==> config.mk <==
export PLATFORM = sky130hd
export DESIGN_NAME = fixed_width_bit_packer_core_flat
export DESIGN_NICKNAME = d
export VERILOG_FILES = /design/src/hw/rtl/fwbp_pkg.sv /design/src/hw/rtl/fwbp_ifs.sv /design/src/hw/rtl/fwbp_front.sv /design/src/hw/rtl/fwbp_queue.sv /design/src/hw/rtl/fwbp_back.sv /design/src/hw/rtl/fixed_width_bit_packer_core.sv /design/src/flat_wrapper.sv
export SDC_FILE = /design/constraint.sdc
export NUM_CORES = 1
export LEC_CHECK = 0
export BUFFER_PORTS_ARGS = -buffer_cell sky130_fd_sc_hd__buf_4
export CAP_MARGIN = 20
export CORE_MARGIN = 2
export CORE_UTILIZATION = 30
export DETAILED_ROUTE_END_ITERATION = 8
export GPL_TIMING_DRIVEN = 0
export PLACE_DENSITY = 0.44
export SLEW_MARGIN = 20
export SYNTH_ARGS = -nofsm -noshare
export SYNTH_HDL_FRONTEND = slang
export SYNTH_HIERARCHICAL = 1
export SYNTH_SLANG_ARGS = --single-unit
==> constraint.sdc <==
create_clock -name clk -period 5.4 [get_ports clk]
set_input_delay 0.27 -clock clk [delete_from_list [all_inputs] [get_ports clk]]
set_output_delay 0.27 -clock clk [all_outputs]
set_load 0.01 [all_outputs]
==> src/hw/rtl/fwbp_pkg.sv <==
// Shared constants and types of the fixed-width bit packer.
package fwbp_pkg;

  localparam int WIDTH_W = 7;   // pack width register and remaining-bit counters
  localparam int BYTE_W  = 8;
  localparam int FILL_W  = 3;   // bits held in the partial byte, 0..7

  localparam logic [WIDTH_W-1:0] PACK_BITS_RESET = 7'd8;

  // Control half of a queued item.
  typedef struct packed {
    logic               last;
    logic [WIDTH_W-1:0] width;
  } item_ctrl_t;

  // Queue occupancy seen by the front and the back.
  typedef struct packed {
    logic full;
    logic valid;
  } q_stat_t;

  // Back-end status brought out for checking.
  typedef struct packed {
    logic              out_last_held;
    logic [FILL_W-1:0] fill;
  } pk_stat_t;

endpackage

==> src/hw/rtl/fwbp_ifs.sv <==
// Channel interfaces: input values, packed bytes, pack width writes.
interface fwbp_in_if #(parameter int VALUE_WIDTH = 64);
  logic                   valid;
  logic                   ready;
  logic [VALUE_WIDTH-1:0] value;
  logic                   last_value;

  modport source (output valid, output value, output last_value, input ready);
  modport sink   (input valid, input value, input last_value, output ready);
endinterface

interface fwbp_out_if;
  logic       valid;
  logic       ready;
  logic [7:0] byte_out;
  logic       last_byte;

  modport source (output valid, output byte_out, output last_byte, input ready);
  modport sink   (input valid, input byte_out, input last_byte, output ready);
endinterface

interface fwbp_cfg_if;
  logic       valid;
  logic       ready;
  logic [6:0] pack_bits;

  modport source (output valid, output pack_bits, input ready);
  modport sink   (input valid, input pack_bits, output ready);
endinterface

==> src/hw/rtl/fwbp_front.sv <==
// Front end: pack width register, width clamp, value alignment and queue push.
module fwbp_front #(
  parameter int VALUE_WIDTH = 64
) (
  input  logic                   clk,
  input  logic                   rst_n,
  fwbp_in_if.sink                in_ch,
  fwbp_cfg_if.sink               cfg_ch,
  input  fwbp_pkg::q_stat_t      q_stat,
  output logic                   push,
  output fwbp_pkg::item_ctrl_t   push_ctrl,
  output logic [VALUE_WIDTH-1:0] push_data
);
  import fwbp_pkg::*;

  localparam logic [WIDTH_W-1:0] VW = WIDTH_W'(VALUE_WIDTH);

  logic [WIDTH_W-1:0] pack_bits_r;
  logic [WIDTH_W-1:0] pack_bits_nxt;
  logic [WIDTH_W-1:0] w_eff;
  logic [WIDTH_W-1:0] shamt;

  assign cfg_ch.ready = 1'b1;

  always_comb begin
    pack_bits_nxt = pack_bits_r;
    if (cfg_ch.valid) begin
      pack_bits_nxt = cfg_ch.pack_bits;
    end
  end

  always_ff @(posedge clk) begin
    if (!rst_n) begin
      pack_bits_r <= PACK_BITS_RESET;
    end else begin
      pack_bits_r <= pack_bits_nxt;
    end
  end

  // Left-align so the first bit sits at the MSB; the shift also drops unused high bits.
  assign w_eff = (pack_bits_r > VW) ? VW : pack_bits_r;
  assign shamt = VW - w_eff;

  assign in_ch.ready     = !q_stat.full;
  assign push            = in_ch.valid && !q_stat.full;
  assign push_ctrl.last  = in_ch.last_value;
  assign push_ctrl.width = w_eff;
  assign push_data       = in_ch.value << shamt;

endmodule

==> src/hw/rtl/fwbp_queue.sv <==
// Two-entry queue between front and back end.
module fwbp_queue #(
  parameter int DATA_W = 72
) (
  input  logic              clk,
  input  logic              rst_n,
  input  logic              push,
  input  logic [DATA_W-1:0] push_data,
  input  logic              pop,
  output logic [DATA_W-1:0] pop_data,
  output fwbp_pkg::q_stat_t stat
);
  import fwbp_pkg::*;

  logic [DATA_W-1:0] mem [2];
  logic              wr_ptr_r, wr_ptr_nxt;
  logic              rd_ptr_r, rd_ptr_nxt;
  logic [1:0]        count_r, count_nxt;

  always_comb begin
    wr_ptr_nxt = push ? !wr_ptr_r : wr_ptr_r;
    rd_ptr_nxt = pop ? !rd_ptr_r : rd_ptr_r;
    count_nxt  = count_r + 2'(push) - 2'(pop);
  end

  always_ff @(posedge clk) begin
    if (!rst_n) begin
      wr_ptr_r <= 1'b0;
      rd_ptr_r <= 1'b0;
      count_r  <= 2'd0;
    end else begin
      wr_ptr_r <= wr_ptr_nxt;
      rd_ptr_r <= rd_ptr_nxt;
      count_r  <= count_nxt;
    end
  end

  always_ff @(posedge clk) begin
    if (push) begin
      mem[wr_ptr_r] <= push_data;
    end
  end

  assign pop_data   = mem[rd_ptr_r];
  assign stat.full  = count_r[1];
  assign stat.valid = (count_r != 2'd0);

endmodule

==> src/hw/rtl/fwbp_back.sv <==
// Back end: shifts aligned values into the partial byte and emits bytes.
module fwbp_back #(
  parameter int VALUE_WIDTH = 64
) (
  input  logic                   clk,
  input  logic                   rst_n,
  input  fwbp_pkg::q_stat_t      q_stat,
  input  fwbp_pkg::item_ctrl_t   pop_ctrl,
  input  logic [VALUE_WIDTH-1:0] pop_data,
  output logic                   pop,
  fwbp_out_if.source             out_ch,
  output fwbp_pkg::pk_stat_t     stat
);
  import fwbp_pkg::*;

  logic                   active_r, active_nxt;
  logic [VALUE_WIDTH-1:0] sr_r, sr_nxt;
  logic [WIDTH_W-1:0]     rem_r, rem_nxt;
  logic                   last_r, last_nxt;
  logic [BYTE_W-1:0]      partial_r, partial_nxt;
  logic [FILL_W-1:0]      fill_r, fill_nxt;
  logic                   out_valid_r, out_valid_nxt;
  logic [BYTE_W-1:0]      out_byte_r, out_byte_nxt;
  logic                   out_last_r, out_last_nxt;

  logic                   can_emit;
  logic [WIDTH_W-1:0]     total;
  logic [3:0]             take;
  logic [BYTE_W-1:0]      merged;

  assign can_emit = !out_valid_r || out_ch.ready;
  assign total    = WIDTH_W'(fill_r) + rem_r;
  assign take     = 4'd8 - 4'(fill_r);
  assign merged   = partial_r | (sr_r[VALUE_WIDTH-1 -: BYTE_W] >> fill_r);
  assign pop      = !active_r && q_stat.valid;

  always_comb begin
    active_nxt    = active_r;
    sr_nxt        = sr_r;
    rem_nxt       = rem_r;
    last_nxt      = last_r;
    partial_nxt   = partial_r;
    fill_nxt      = fill_r;
    out_valid_nxt = out_valid_r && !out_ch.ready;
    out_byte_nxt  = out_byte_r;
    out_last_nxt  = out_last_r;

    if (pop) begin
      active_nxt = 1'b1;
      sr_nxt     = pop_data;
      rem_nxt    = pop_ctrl.width;
      last_nxt   = pop_ctrl.last;
    end else if (active_r && can_emit) begin
      if (total >= WIDTH_W'(BYTE_W)) begin
        // byte completes: emit it, keep going while value bits remain
        out_valid_nxt = 1'b1;
        out_byte_nxt  = merged;
        out_last_nxt  = last_r && (total == WIDTH_W'(BYTE_W));
        sr_nxt        = sr_r << take;
        rem_nxt       = rem_r - WIDTH_W'(take);
        partial_nxt   = '0;
        fill_nxt      = '0;
        active_nxt    = (rem_nxt != '0);
      end else begin
        active_nxt = 1'b0;
        if (last_r && total != '0) begin
          // flush zero-padded partial byte
          out_valid_nxt = 1'b1;
          out_byte_nxt  = merged;
          out_last_nxt  = 1'b1;
          partial_nxt   = '0;
          fill_nxt      = '0;
        end else begin
          partial_nxt = merged;
          fill_nxt    = total[FILL_W-1:0];
        end
      end
    end
  end

  always_ff @(posedge clk) begin
    if (!rst_n) begin
      active_r    <= 1'b0;
      partial_r   <= '0;
      fill_r      <= '0;
      out_valid_r <= 1'b0;
    end else begin
      active_r    <= active_nxt;
      partial_r   <= partial_nxt;
      fill_r      <= fill_nxt;
      out_valid_r <= out_valid_nxt;
    end
  end

  always_ff @(posedge clk) begin
    sr_r       <= sr_nxt;
    rem_r      <= rem_nxt;
    last_r     <= last_nxt;
    out_byte_r <= out_byte_nxt;
    out_last_r <= out_last_nxt;
  end

  assign out_ch.valid       = out_valid_r;
  assign out_ch.byte_out    = out_byte_r;
  assign out_ch.last_byte   = out_last_r;
  assign stat.out_last_held = out_valid_r && out_last_r;
  assign stat.fill          = fill_r;

endmodule

==> src/hw/rtl/fixed_width_bit_packer_core.sv <==
// Fixed-width bit packer, MSB first: top level joining front, queue and back end.
// The first byte of an item passes through the queue, the load into the back-end shift
//   register and the output register. Throughput: one byte per cycle from the output
//   register while out_ch.ready is high; each item also takes a load step, and a further
//   step when it leaves only a partial byte to hold.
// Reset (rst_n low, synchronous): pack width = 8, partial byte and queue emptied.
module fixed_width_bit_packer_core #(
  parameter int VALUE_WIDTH = 64
) (
  input  logic        clk,
  input  logic        rst_n,
  fwbp_in_if.sink     in_ch,
  fwbp_out_if.source  out_ch,
  fwbp_cfg_if.sink    cfg_ch
);
  import fwbp_pkg::*;

  localparam int Q_W = VALUE_WIDTH + $bits(item_ctrl_t);

  q_stat_t                q_stat;
  pk_stat_t               pk_stat;
  logic                   q_push;
  logic                   q_pop;
  item_ctrl_t             push_ctrl;
  item_ctrl_t             pop_ctrl;
  logic [VALUE_WIDTH-1:0] push_data;
  logic [VALUE_WIDTH-1:0] pop_data;
  logic [Q_W-1:0]         q_out;

  fwbp_front #(.VALUE_WIDTH(VALUE_WIDTH)) u_front (
    .clk       (clk),
    .rst_n     (rst_n),
    .in_ch     (in_ch),
    .cfg_ch    (cfg_ch),
    .q_stat    (q_stat),
    .push      (q_push),
    .push_ctrl (push_ctrl),
    .push_data (push_data)
  );

  fwbp_queue #(.DATA_W(Q_W)) u_queue (
    .clk       (clk),
    .rst_n     (rst_n),
    .push      (q_push),
    .push_data ({push_ctrl, push_data}),
    .pop       (q_pop),
    .pop_data  (q_out),
    .stat      (q_stat)
  );

  assign pop_ctrl = q_out[Q_W-1 -: $bits(item_ctrl_t)];
  assign pop_data = q_out[VALUE_WIDTH-1:0];

  fwbp_back #(.VALUE_WIDTH(VALUE_WIDTH)) u_back (
    .clk      (clk),
    .rst_n    (rst_n),
    .q_stat   (q_stat),
    .pop_ctrl (pop_ctrl),
    .pop_data (pop_data),
    .pop      (q_pop),
    .out_ch   (out_ch),
    .stat     (pk_stat)
  );

`ifndef SYNTHESIS
  a_no_overflow: assert property (@(posedge clk) disable iff (!rst_n)
    q_push |-> !q_stat.full)
    else $error("queue push while full");

  a_pop_nonempty: assert property (@(posedge clk) disable iff (!rst_n)
    q_pop |-> q_stat.valid)
    else $error("queue pop while empty");

  a_last_clears: assert property (@(posedge clk) disable iff (!rst_n)
    pk_stat.out_last_held |-> (pk_stat.fill == '0))
    else $error("bits held while end-of-run byte pending");
`endif

endmodule

==> src/flat_wrapper.sv <==
// flat-port wrapper written by rule: the top's interface ports become plain ports
module fixed_width_bit_packer_core_flat import fwbp_pkg::*;
#(
  parameter int VALUE_WIDTH = 64
)
  (clk, rst_n, in_ch_valid, in_ch_value, in_ch_last_value, in_ch_ready, out_ch_valid, out_ch_byte_out, out_ch_last_byte, out_ch_ready, cfg_ch_valid, cfg_ch_pack_bits, cfg_ch_ready);
  fwbp_in_if #(.VALUE_WIDTH(VALUE_WIDTH)) in_ch_i ();
  fwbp_out_if out_ch_i ();
  fwbp_cfg_if cfg_ch_i ();
  input  logic clk;
  input  logic rst_n;
  input wire logic [$bits(in_ch_i.valid)-1:0] in_ch_valid;
  input wire logic [$bits(in_ch_i.value)-1:0] in_ch_value;
  input wire logic [$bits(in_ch_i.last_value)-1:0] in_ch_last_value;
  output wire logic [$bits(in_ch_i.ready)-1:0] in_ch_ready;
  output wire logic [$bits(out_ch_i.valid)-1:0] out_ch_valid;
  output wire logic [$bits(out_ch_i.byte_out)-1:0] out_ch_byte_out;
  output wire logic [$bits(out_ch_i.last_byte)-1:0] out_ch_last_byte;
  input wire logic [$bits(out_ch_i.ready)-1:0] out_ch_ready;
  input wire logic [$bits(cfg_ch_i.valid)-1:0] cfg_ch_valid;
  input wire logic [$bits(cfg_ch_i.pack_bits)-1:0] cfg_ch_pack_bits;
  output wire logic [$bits(cfg_ch_i.ready)-1:0] cfg_ch_ready;
  assign in_ch_i.valid = in_ch_valid;
  assign in_ch_i.value = in_ch_value;
  assign in_ch_i.last_value = in_ch_last_value;
  assign in_ch_ready = in_ch_i.ready;
  assign out_ch_valid = out_ch_i.valid;
  assign out_ch_byte_out = out_ch_i.byte_out;
  assign out_ch_last_byte = out_ch_i.last_byte;
  assign out_ch_i.ready = out_ch_ready;
  assign cfg_ch_i.valid = cfg_ch_valid;
  assign cfg_ch_i.pack_bits = cfg_ch_pack_bits;
  assign cfg_ch_ready = cfg_ch_i.ready;
  fixed_width_bit_packer_core #(.VALUE_WIDTH(VALUE_WIDTH)) u_core (.clk(clk), .rst_n(rst_n), .in_ch(in_ch_i), .out_ch(out_ch_i), .cfg_ch(cfg_ch_i));
endmodule
Yosys cells after proc, flatten, opt, wreduce, memory -nomap -nowiden
Memory sizes are Yosys's and may differ from the RTL's. A register that Yosys moved wholly into a read port is not among the register bits.
Cells that the tools add are included.

cells by class
  shift operators = 3
  eq/ne operators = 1
  magnitude comparators = 2
  bitwise logic cells = 2
  multiplexer cells = 26
  reduce and logical (&&, ||, !) cells = 22
  add/sub/neg operators = 6

operators by type and width
  cell                                                                                  number
  64-bit two-way mux                                                                    3
  64-bit by 4-bit << shifter with 64-bit output                                         1
  64-bit by 7-bit << shifter with 64-bit output                                         1
  8-bit two-way mux                                                                     4
  7-bit two-way mux                                                                     4
  7-bit nonzero test                                                                    2
  1-bit two-way mux                                                                     13
  8-bit OR                                                                              1
  2-bit nonzero test                                                                    4
  8-bit by 3-bit right shift with 8-bit output                                          1
  3-bit by 7-bit adder with 7-bit output                                                1
  7-bit by 4-bit == test with 1-bit output (second input constant)                      1
  7-bit by 4-bit greater-or-equal comparator with 1-bit output (second input constant)  1
  7-bit greater-than comparator (second input constant)                                 1
  7-bit by 4-bit subtractor with 7-bit output                                           1
  7-bit subtractor (first input constant)                                               1
  1-bit logical AND                                                                     6
  1-bit zero test                                                                       6
  3-bit two-way mux                                                                     2
  2-bit AND reduction                                                                   2
  4-bit by 3-bit subtractor with 4-bit output (first input constant)                    1
  3-bit AND reduction                                                                   1
  2-bit by 1-bit adder with 2-bit output                                                1
  2-bit by 1-bit subtractor with 2-bit output                                           1
  2 further kinds                                                                       2

word-level totals
  bits in registers = 105
  memory bits (writable) = 144
  input port bits = 77
  memories kept = 1

memory list
  name                words  bits a word  read ports  clocked after memory_dff  write ports  RTL line          text
  u_core.u_queue.mem  2      72           1           1                         1            fwbp_queue.sv:15  logic [DATA_W-1:0] mem [2];

Depth between registers and ports, before layout
Gate-level depths: netlist of the first run.

  depth after elaboration = 7
  depth in mapped cells = 15

Cells and area by module
The synthesis of the first run kept the hierarchy.

by module, submodules not included
  module      seq. area each (um2)  area each (um2)  times used  cells each
  fwbp_back   2692.6                7150.6           1           781
  fwbp_queue  4424.2                5778.0           1           245
  fwbp_front  140.1                 5599.1           1           745

Least setup slack after synthesis of the first run
No wires, ideal clock.

  path kind = flip-flop to flip-flop
  start point = reg u_core.u_queue.count_r[1]
  end point = mem u_core.u_queue.mem[0][0] (enable)
  period minus slack after synthesis = 4.397 ns
  arrival = 3.885 ns
  stages on the path, launching flop included = 4
  data required time = 4.888 ns
  setup slack = 1.003 ns
  setup time = 0.512 ns
  cells stage by stage = dfxtp_1 buf_4 nor2b_1 nor2b_1

on the way
  word-level cells in the longest chain between the ends = 4

RTL lines
  element                                  RTL line                           text
  start, declared                          fwbp_queue.sv:18                   logic [1:0] count_r, count_nxt;
  start signal, assigned                   fwbp_queue.sv:34                   count_r <= count_nxt;
  1-bit zero test                          fwbp_front.sv:45                   assign push = in_ch.valid && !q_stat.full;
  1-bit logical AND                        fwbp_front.sv:45
  net u_core.q_push                        fixed_width_bit_packer_core.sv:22  logic q_push;
  1-bit two-way mux                        fwbp_queue.sv:39                   if (push) begin
  1-bit two-way mux (implied by the code)  fwbp_queue.sv:40                   mem[wr_ptr_r] <= push_data;
  end, declared                            fwbp_queue.sv:15

The timed path passes the listed nets, and every way through them passes these cells.

Final worst setup path of the first run
  start point = reg u_core.u_front.pack_bits_r[6]
  end point = mem u_core.u_queue.mem[1][52] (data pin)

on the way
  word-level cells in the longest chain between the ends = 4

RTL lines
  element                                          RTL line                           text
  start, declared                                  fwbp_front.sv:18                   logic [WIDTH_W-1:0] pack_bits_r;
  start signal, assigned                           fwbp_front.sv:36                   pack_bits_r <= pack_bits_nxt;
  7-bit greater-than comparator                    fwbp_front.sv:41                   assign w_eff = (pack_bits_r > VW) ? VW : pack_bits_r;
  7-bit two-way mux *                              fwbp_front.sv:41
  7-bit subtractor *                               fwbp_front.sv:42                   assign shamt = VW - w_eff;
  64-bit by 7-bit << shifter with 64-bit output *  fwbp_front.sv:48                   assign push_data = in_ch.value << shamt;
  net u_core.push_data[52]                         fixed_width_bit_packer_core.sv:26  logic [VALUE_WIDTH-1:0] push_data;

The timed path passes the listed nets; every way through them passes the cells marked *.

==> results of run 1 <==
==> worst register-to-register path: stages (launching register included) <==
cell	delay [ns]
dfxtp_1	0.31
buf_2	0.18
clkbuf_1	0.45
clkbuf_2	0.38
nand2b_1	0.30
ha_1	0.32
buf_2	0.24
inv_1	0.21
clkbuf_1	0.51
clkbuf_1	0.52
nor2_1	0.11
a211oi_1	0.58
a221oi_1	0.36
o22ai_1	0.39
==> routing by layer <==
layer	up-vias	routed length, µm	share of wire (%)	GRT usage [%]
li1	6960	-	-	-
met1	7738	31100	44	29.1
met2	534	35000	49	38.4
met3	110	3050	4.3	1.78
met4	0	2310	3.2	6.80
met5	-	0	0	0
==> state kept, by name, summed over array words and instances, names as in the netlist, 2 cells and up, named ones only <==
register	cells
u_core/u_back/fill_r	3
u_core/u_back/out_ch.byte_out	8
u_core/u_queue/mem	144
u_core/u_front/pack_bits_r	7
u_core/u_back/rem_r	7
u_core/u_queue/count_r	2
u_core/u_back/partial_r	8
u_core/u_back/sr_r	64
==> final timing paths <==
| check | to | cells after the start | slack (ns) | from |
|---|---|---|---|---|
| setup reg to reg | u_core/u_queue/mem[1][52] | 13 | 0.33 | u_core/u_front/pack_bits_r[6] |
| setup / recovery | u_core/u_queue/mem[1][52] | 13 | 0.33 | u_core/u_front/pack_bits_r[6] |
| hold reg to reg | u_core/u_back/partial_r[5] | 1 | 0.47 | u_core/u_back/partial_r[5] |
| hold / removal | u_core/u_back/out_ch.valid | 4 | 0.03 | out_ch_ready |
==> layout make-up <==
cell class	instances	share of cell area, %
Multi-Input combinational cell	1342	48.3
Sequential cell	250	34.0
Tap cell	790	4.63
Buffer	149	4.10
Timing Repair Buffer	99	3.98
Clock buffer	32	3.45
Clock inverter	18	1.01
Inverter	28	0.492
==> stage by stage <==
step	setup WS, ns	utilization, %
detailed placement	-0.166	33.1
CTS	0.0350	34.8
global placement	-1.30	32.8
finish	0.333	34.8
global route	0.132	34.8
floorplan	1.00	-
==> what timing repair did <==
action | in CTS | in global routing
setup endpoints to repair | 4 | 16
hold buffers | 9 | 0
hold endpoints to repair | 9 | 0
resized for setup | 2 | 5
==> power by group <==
| part | switching [mW] | internal, mW |
|---|---|---|
| registers | 0.335 | 2.97 |
| clock network | 0.776 | 1.21 |
| logic | 3.08 | 1.96 |
==> cell usage in the layout (no fill, tap or decap), types with 25 or more instances in the layout <==
master,instances
nand2_1,269
edfxtp_1,225
nor2_1,138
mux2i_1,135
a21oi_1,115
buf_4,94
o21ai_0,82
mux4_2,82
mux2_4,70
clkbuf_1,58
nand3_1,51
buf_2,48
mux2_2,32
clkbuf_16,29
inv_1,25
dfxtp_1,25
==> results by stage, run 1 <==
Global route:
- After global routing the overflow that remains totals 0.
- The wire length of the first global-routing pass is around 110 mm.
- The number of antenna violations at the first check in global routing is 0.
- Global routing used around 22% of the available tracks across all layers.
- The maximum number of pins on one net before global-route repair is slightly below 50.
- The number of global-route vias before repair came to between 15k and 20k.

Final layout:
- The post-route netlist has between 20% and 30% of its cells at a drive strength greater than 1.
- The summed area of non-filler cells in the final layout is between 20000 and 25000 µm².
- The antenna diode instance count is 0.
- The final layout net count is about 2.0k.
- In the final layout, flip-flops and latches occupy about 7300 µm².
- The footprint of the multi-input gates is 10300 µm².
- Relative to the synthesized area, the layout overhead comes to 15.2%.
- The filler cells instantiated in the layout total approximately 6.3k.
- The finished layout holds around 2.7k standard cells, fillers aside.

Floorplanning:
- The total die area is roughly 64000 µm².
- The row count is a little over 90.
- The die width is between 200 and 300 µm.
- The height of the die is around 250 µm.
- The core box area is between 60000 and 70000 µm².
- During I/O placement, the number of pins put on the boundary was 89.
- The initial cell density of the core is between 30% and 40%.

Setup path:
- Together, buffers and inverters on the worst path number 7.
- Data arrives at the worst endpoint at between 5 and 6 ns.
- The delay contributed by the slowest stage of the critical path is roughly 0.58 ns.
- The largest fanout of any net on the critical path is 10.
- By startpoint and endpoint, the worst setup path is classified as reg2reg.
- The data required time of the critical path is roughly 5.7 ns.
- The kind of start point of the critical path is a flip-flop.
- Counting stages on the worst path, the most repeated cell is clkbuf_1.
- The worst setup path is captured at a flip-flop.
- The signal on the critical path passes through buf_2 > clkbuf_1 > clkbuf_2 > nand2b_1 > ha_1 > buf_2 > inv_1 > clkbuf_1 > clkbuf_1 > nor2_1 > a211oi_1 > a221oi_1 > o22ai_1.
- The cell with the largest stage delay on the worst path is a211oi_1.
- The family with the most delay on the worst path is buffers and inverters.

Timing:
- The final number of hold-violating endpoints is 0.
- The minimum period implied by the final worst setup slack is roughly 5 ns.
- The transition time of the tightest slew-check pin is around 0.96 ns.
- Measured against its own limit, the worst slew margin works out to between 30% and 40%.
- The setup clock skew after layout is between 0.02 and 0.025 ns.
- Across all hold checks on the routed design, the worst slack comes to 0.0327 ns.
- The final count of negative-setup-slack endpoints is 0.
- Setup repair after global routing left no endpoint under its margin.
- In the final timing run, aggregate negative setup slack is 0 ns.
- The achievable clock frequency is roughly 200 MHz.
- Dividing the final minimum period by the clock period gives between 90% and 100%.
- The total count of max-transition violations in the final report is 0.

Power:
- The worst ir drop on vdd is ~0.00025 V.
- Power comes to 10.3 mW.
- The power per unit of standard cell area is roughly 480 nW/µm².
- The analysis attributes to cell leakage a power of about 8 nW.

Synth:
- The number of nets handed over by synthesis was 1859.
- The mean instance size in the synthesized netlist is around 10 µm².
- The post-synthesis instance total is between 1.5k and 2k.
- For this run, the number of Yosys warnings is 6.
- The synthesized netlist occupies a cell area of ~19000 µm².

Clock tree:
- In this run the number of H-tree levels came out at 1.
- After clock tree synthesis, the clock-pin slew on the worst setup and hold paths is about 0.06 ns.
- TritonCTS built the clock tree.
- The clock latency on the worst-skew pair is ~0.56 ns.
- Buffers added to address setup during post-CTS repair amount to 0.
- The number of buffers inserted during clock tree synthesis is 29.
- The clock sink total is 250.
- The clock tree root driver cell is clkbuf_16.
- The maximum buffer depth of the clock tree is 3.

Detailed routing:
- Dividing the detail-routed wire length by the instance count gives about 26 µm.
- The final routed DRC violation total is 0.
- The average via count per standard cell is around 5.7.
- The first detailed-routing pass took 6 iterations.
- Once detail routing completed, the nets flagged for antenna violations numbered 0.
- Summed over all layers, the routed wires come to about 71 mm.
- The detailed router finished its first iteration with ~1.3k violations.
- The vias after detailed routing is between 15k and 20k.

Min path:
- The tightest min-delay check is of the in2reg type.

Placed design:
- Summing all placed instances gives a cell area of roughly 20000 µm².
- Detailed placement ended at an HPWL of 56.3 mm.
- The quantity of I/O buffers inserted on ports is 84.
- Once placement completed, the tool counted placed cells totaling 2650.
- The routability congestion estimate from global placement is between 0.9 and 1.

Flow run:
- The number of maximum-capacitance constraint violations is 0.

Status:
- The flow ran to the end, and the final reports show no timing, DRC or antenna violations.
(Power assumes the default switching activity.)
==> run 2: changes to the inputs <==
==> constraint.sdc (replaced) <==
create_clock -name clk -period 5.4 [get_ports clk]
set_input_delay 1.08 -clock clk [delete_from_list [all_inputs] [get_ports clk]]
set_output_delay 1.08 -clock clk [all_outputs]
set_load 0.01 [all_outputs]
==> run 2 against run 1 <==
  * Die area unchanged
  * Clock power about the same
  * Sequential power about the same
  * Largest power group unchanged
  * Combinational power about the same
  * Power about the same
==> results by stage, run 2 (synthesis gave the netlist of run 1 again) <==
Global route:
- The maximum number of pins on one net before global-route repair was 49 (unchanged).
- The number of global-route vias before repair is 15.6k (-0.16%).
- The wire length of the first global-routing pass is 105 mm (about the same).
- The overall routing resource usage came to 22.1% (about the same).
- The number of antenna violations at the first check in global routing is 0 (unchanged).
- The total grt overflow is 0 (unchanged).

Clock tree:
- The clock latency on the worst-skew pair came to 0.56 ns (about the same).
- The clock sink total is 250 (unchanged).
- TritonCTS built the clock tree.
- The hold buffer count at cts is 0 (-9).
- The maximum buffer depth of the clock tree is 3 (unchanged).
- The number of buffers inserted during clock tree synthesis is 29 (unchanged).
- The clock transition at the registers of the reported paths is 0.06 ns (about the same).
- The H-tree depth is 1 (unchanged).
- The tree is rooted in a clkbuf_16.
- The total setup buffers inserted after CTS was 0 (unchanged).

Final layout:
- The footprint of the multi-input gates came to 10300 µm² (unchanged).
- In the final layout, the registers with the most flip-flops are u_core/u_queue/mem (144), u_core/u_back/sr_r (64).
- The number of standard cells in the final layout excluding fillers is 2699 (-0.33%).
- The area used by sequential logic in the layout is 7260 µm² (unchanged).
- The most common cell after layout, fill and taps aside is nand2_1.
- The final layout net count was 1979 (-0.45%).
- The area growth from synthesis to layout is 14.7%.
- The antenna diode instance count is 0 (unchanged).
- The ratio of cells with drive above 1 in the final layout is 22.8% (+0.11 points).
- The flip-flop count of the largest register, all copies and words added is 144 (unchanged).
- The filler cell count was 6270 (+0.16%).
- Ranked by flip-flop count, first place goes to u_core/u_queue/mem.
- Leaving out fill and tap cells, the most frequent cells in the layout are 269 x nand2_1, 225 x edfxtp_1, 138 x nor2_1.

Power:
- The sequential share of power is 32.0% (about the same).
- The power per unit of standard cell area is 486 nW/µm² (+0.37%).
- The net switching power came to 4.19 mW (about the same).
- The leakage component of the power is 7.84 nW (-0.45%).
- The combinational power share is 48.7% (about the same).
- The internal power consumption came to 6.13 mW (about the same).
- The net switching fraction of the power was 40.6% (about the same).
- The clock network fraction of total power was 19.3% (about the same).
- The worst ir drop on vdd was 0.000242 V (-1.5%).

Detailed routing:
- The vias after detailed routing is 15.3k (-0.31%).
- The final routed DRC violation total was 0 (unchanged).
- The final antenna-violating net count is 0 (unchanged).
- The number of design-rule violations left by the first detailed-router iteration is 1232 (-3.9%).
- The final wirelength is 71.6 mm (+0.19%).
- The routed length per instance is 26.5 µm (+0.52%).
- The average via count per standard cell was 5.67 (about the same).
- The detailed-routing iteration count for the pre-antenna-repair pass is 7 (+1).

Timing:
- The final count of negative-setup-slack endpoints is 0 (unchanged).
- The transition time of the tightest slew-check pin was 0.911 ns (-0.0460 ns).
- The total count of max-transition violations in the final report is 0 (unchanged).
- The final number of hold-violating endpoints is 0 (unchanged).
- The minimum period implied by the final worst setup slack came to 5.06 ns (-0.00849 ns).
- The worst hold slack is 0.474 ns (+0.441 ns).
- The final critical-path share of the clock period is 93.7% (-0.16 points).
- The setup clock skew after layout is 0.0217 ns (+0.00111 ns).
- Setup repair after global routing left no endpoint under its margin.
- The achievable clock frequency is 198 MHz (+0.17%).
- The headroom to the max-slew limit is 37.5% (+3.2 points).

Placed design:
- The half-perimeter wire length of the detailed placement result is 56.3 mm (unchanged).
- The quantity of I/O buffers inserted on ports came to 84 (unchanged).
- The placed instance count was 2650 (unchanged).
- The routability congestion estimate from global placement is 0.944 (unchanged).

Setup path:
- The end point of the critical path is u_core/u_queue/mem[1][52].
- The depth of the worst register-to-register path was 13 (unchanged).
- The data required time of the critical path is 5.72 ns (about the same).
- In this run the worst setup path begins at u_core/u_front/pack_bits_r[6].
- The kind of start point of the critical path is a flip-flop.
- The critical path arrival is 5.38 ns (about the same).
- The slack of the worst reg-to-reg path is 0.34 ns (about the same).
- The family with the most delay on the worst path is buffers and inverters.
- The delay contributed by the slowest stage of the critical path is 0.56 ns (-0.02 ns).
- The capturing point of the worst reg2reg path is u_core/u_queue/mem[1][52].
- The cell that appears most often on the critical path is clkbuf_1.
- The number of logic stages on the critical path including buffering is 13 (unchanged).
- The worst setup path category is reg2reg.
- The largest individual stage delay along the critical path comes from the cell a211oi_1.
- The largest fanout of any net on the critical path is 10 (unchanged).
- The kind of capture point of the worst setup path is a flip-flop.
- In this run the critical register-to-register path is launched from u_core/u_front/pack_bits_r[6].
- The critical path goes through buf_2 > clkbuf_1 > clkbuf_2 > nand2b_1 > ha_1 > buf_2 > inv_1 > clkbuf_1 > clkbuf_1 > nor2_1 > a211oi_1 > a221oi_1 > o22ai_1.
- The buffers plus inverters on the worst setup path came to 7 (unchanged).

Floorplanning:
- The top-level I/O count is 89 (unchanged).
- The die width is 252 µm (unchanged).
- The row count is 91 (unchanged).
- The core box area is 61400 µm² (unchanged).
- The initial cell density of the core is 30.2% (unchanged).
- The total die area came to 63700 µm² (unchanged).
- The height of the die is 252 µm (unchanged).

Min path:
- The type of the tightest min-delay check is reg2reg.

Flow run:
- The number of maximum-capacitance constraint violations is 0 (unchanged).

Status:
- The run finished with clean final reports.
run 2: cell count changes in the layout (fill, tap and decap cells not counted):
cell / previous run / this run
dlygate4sd3_1: 9 / 0
run 2: worst reg2reg max path, delay by kind of cell, from the launching register on:
family	cells	cell delay [ns]
adder cells (fa/ha/maj)	1	0.32
buffers and inverters	7	2.53
AO/OA/AOI/OAI	3	1.30
flip-flops	1	0.31
AND/OR/NAND/NOR	2	0.40
run 2: area by class of cell:
cell class                      instances  area share (%)
Sequential cell                       250            34.1
Inverter                               28           0.495
Timing Repair Buffer                   90            3.57
Clock inverter                         18            1.01
Clock buffer                           32            3.47
Tap cell                              790            4.65
Buffer                                149            4.12
Multi-Input combinational cell       1342            48.5
run 2: how the worst min path moves through the flow:
stage / from / end / slack (ns) / cells after the start
2_1_floorplan: u_core/u_back/partial_r[5] / u_core/u_back/partial_r[5] / 0.44 / 1
3_3_place_gp: u_core/u_back/partial_r[5] / u_core/u_back/partial_r[5] / 0.46 / 1
3_5_place_dp: u_core/u_back/partial_r[5] / u_core/u_back/partial_r[5] / 0.46 / 1
4_1_cts: u_core/u_back/partial_r[5] / u_core/u_back/partial_r[5] / 0.47 / 1
5_1_grt: u_core/u_back/partial_r[5] / u_core/u_back/partial_r[5] / 0.49 / 1
6_report: u_core/u_back/partial_r[5] / u_core/u_back/partial_r[5] / 0.47 / 1
run 2: repair_timing:
item / in CTS / in global routing
resized for setup: 2 / 5
pin swaps: 0 / 0
endpoints found under the setup margin: 4 / 16
run 2: power groups by stage:
stage	clock network (mW)	registers, mW	logic [mW]
floorplan	0	3.25	3.30
global placement	0	3.40	4.91
detailed placement	0	3.34	4.97
CTS	2.05	3.30	5.00
global route	2.12	3.36	5.39
finish	1.99	3.31	5.03
run 2: metal layers:
layer,up-vias,GRT usage (%),part of all wire [%]
li1,6937,-,-
met1,7671,29.1,43
met2,573,38.4,48
met3,113,1.78,4.7
met4,0,6.80,3.4
met5,-,0,0
run 2: stage by stage:
stage	setup WS (ns)	power [mW]	setup TNS, ns	util (%)	instance area (µm²)
detailed placement	-0.166	8.31	-0.332	33.1	20300
floorplan	0.346	6.55	0	-	18500
finish	0.341	10.3	0	34.6	21300
global placement	-2.03	8.30	-148.57	32.8	20100
global route	0.132	10.9	0	34.6	21300
CTS	0.0350	10.4	0	34.6	21200
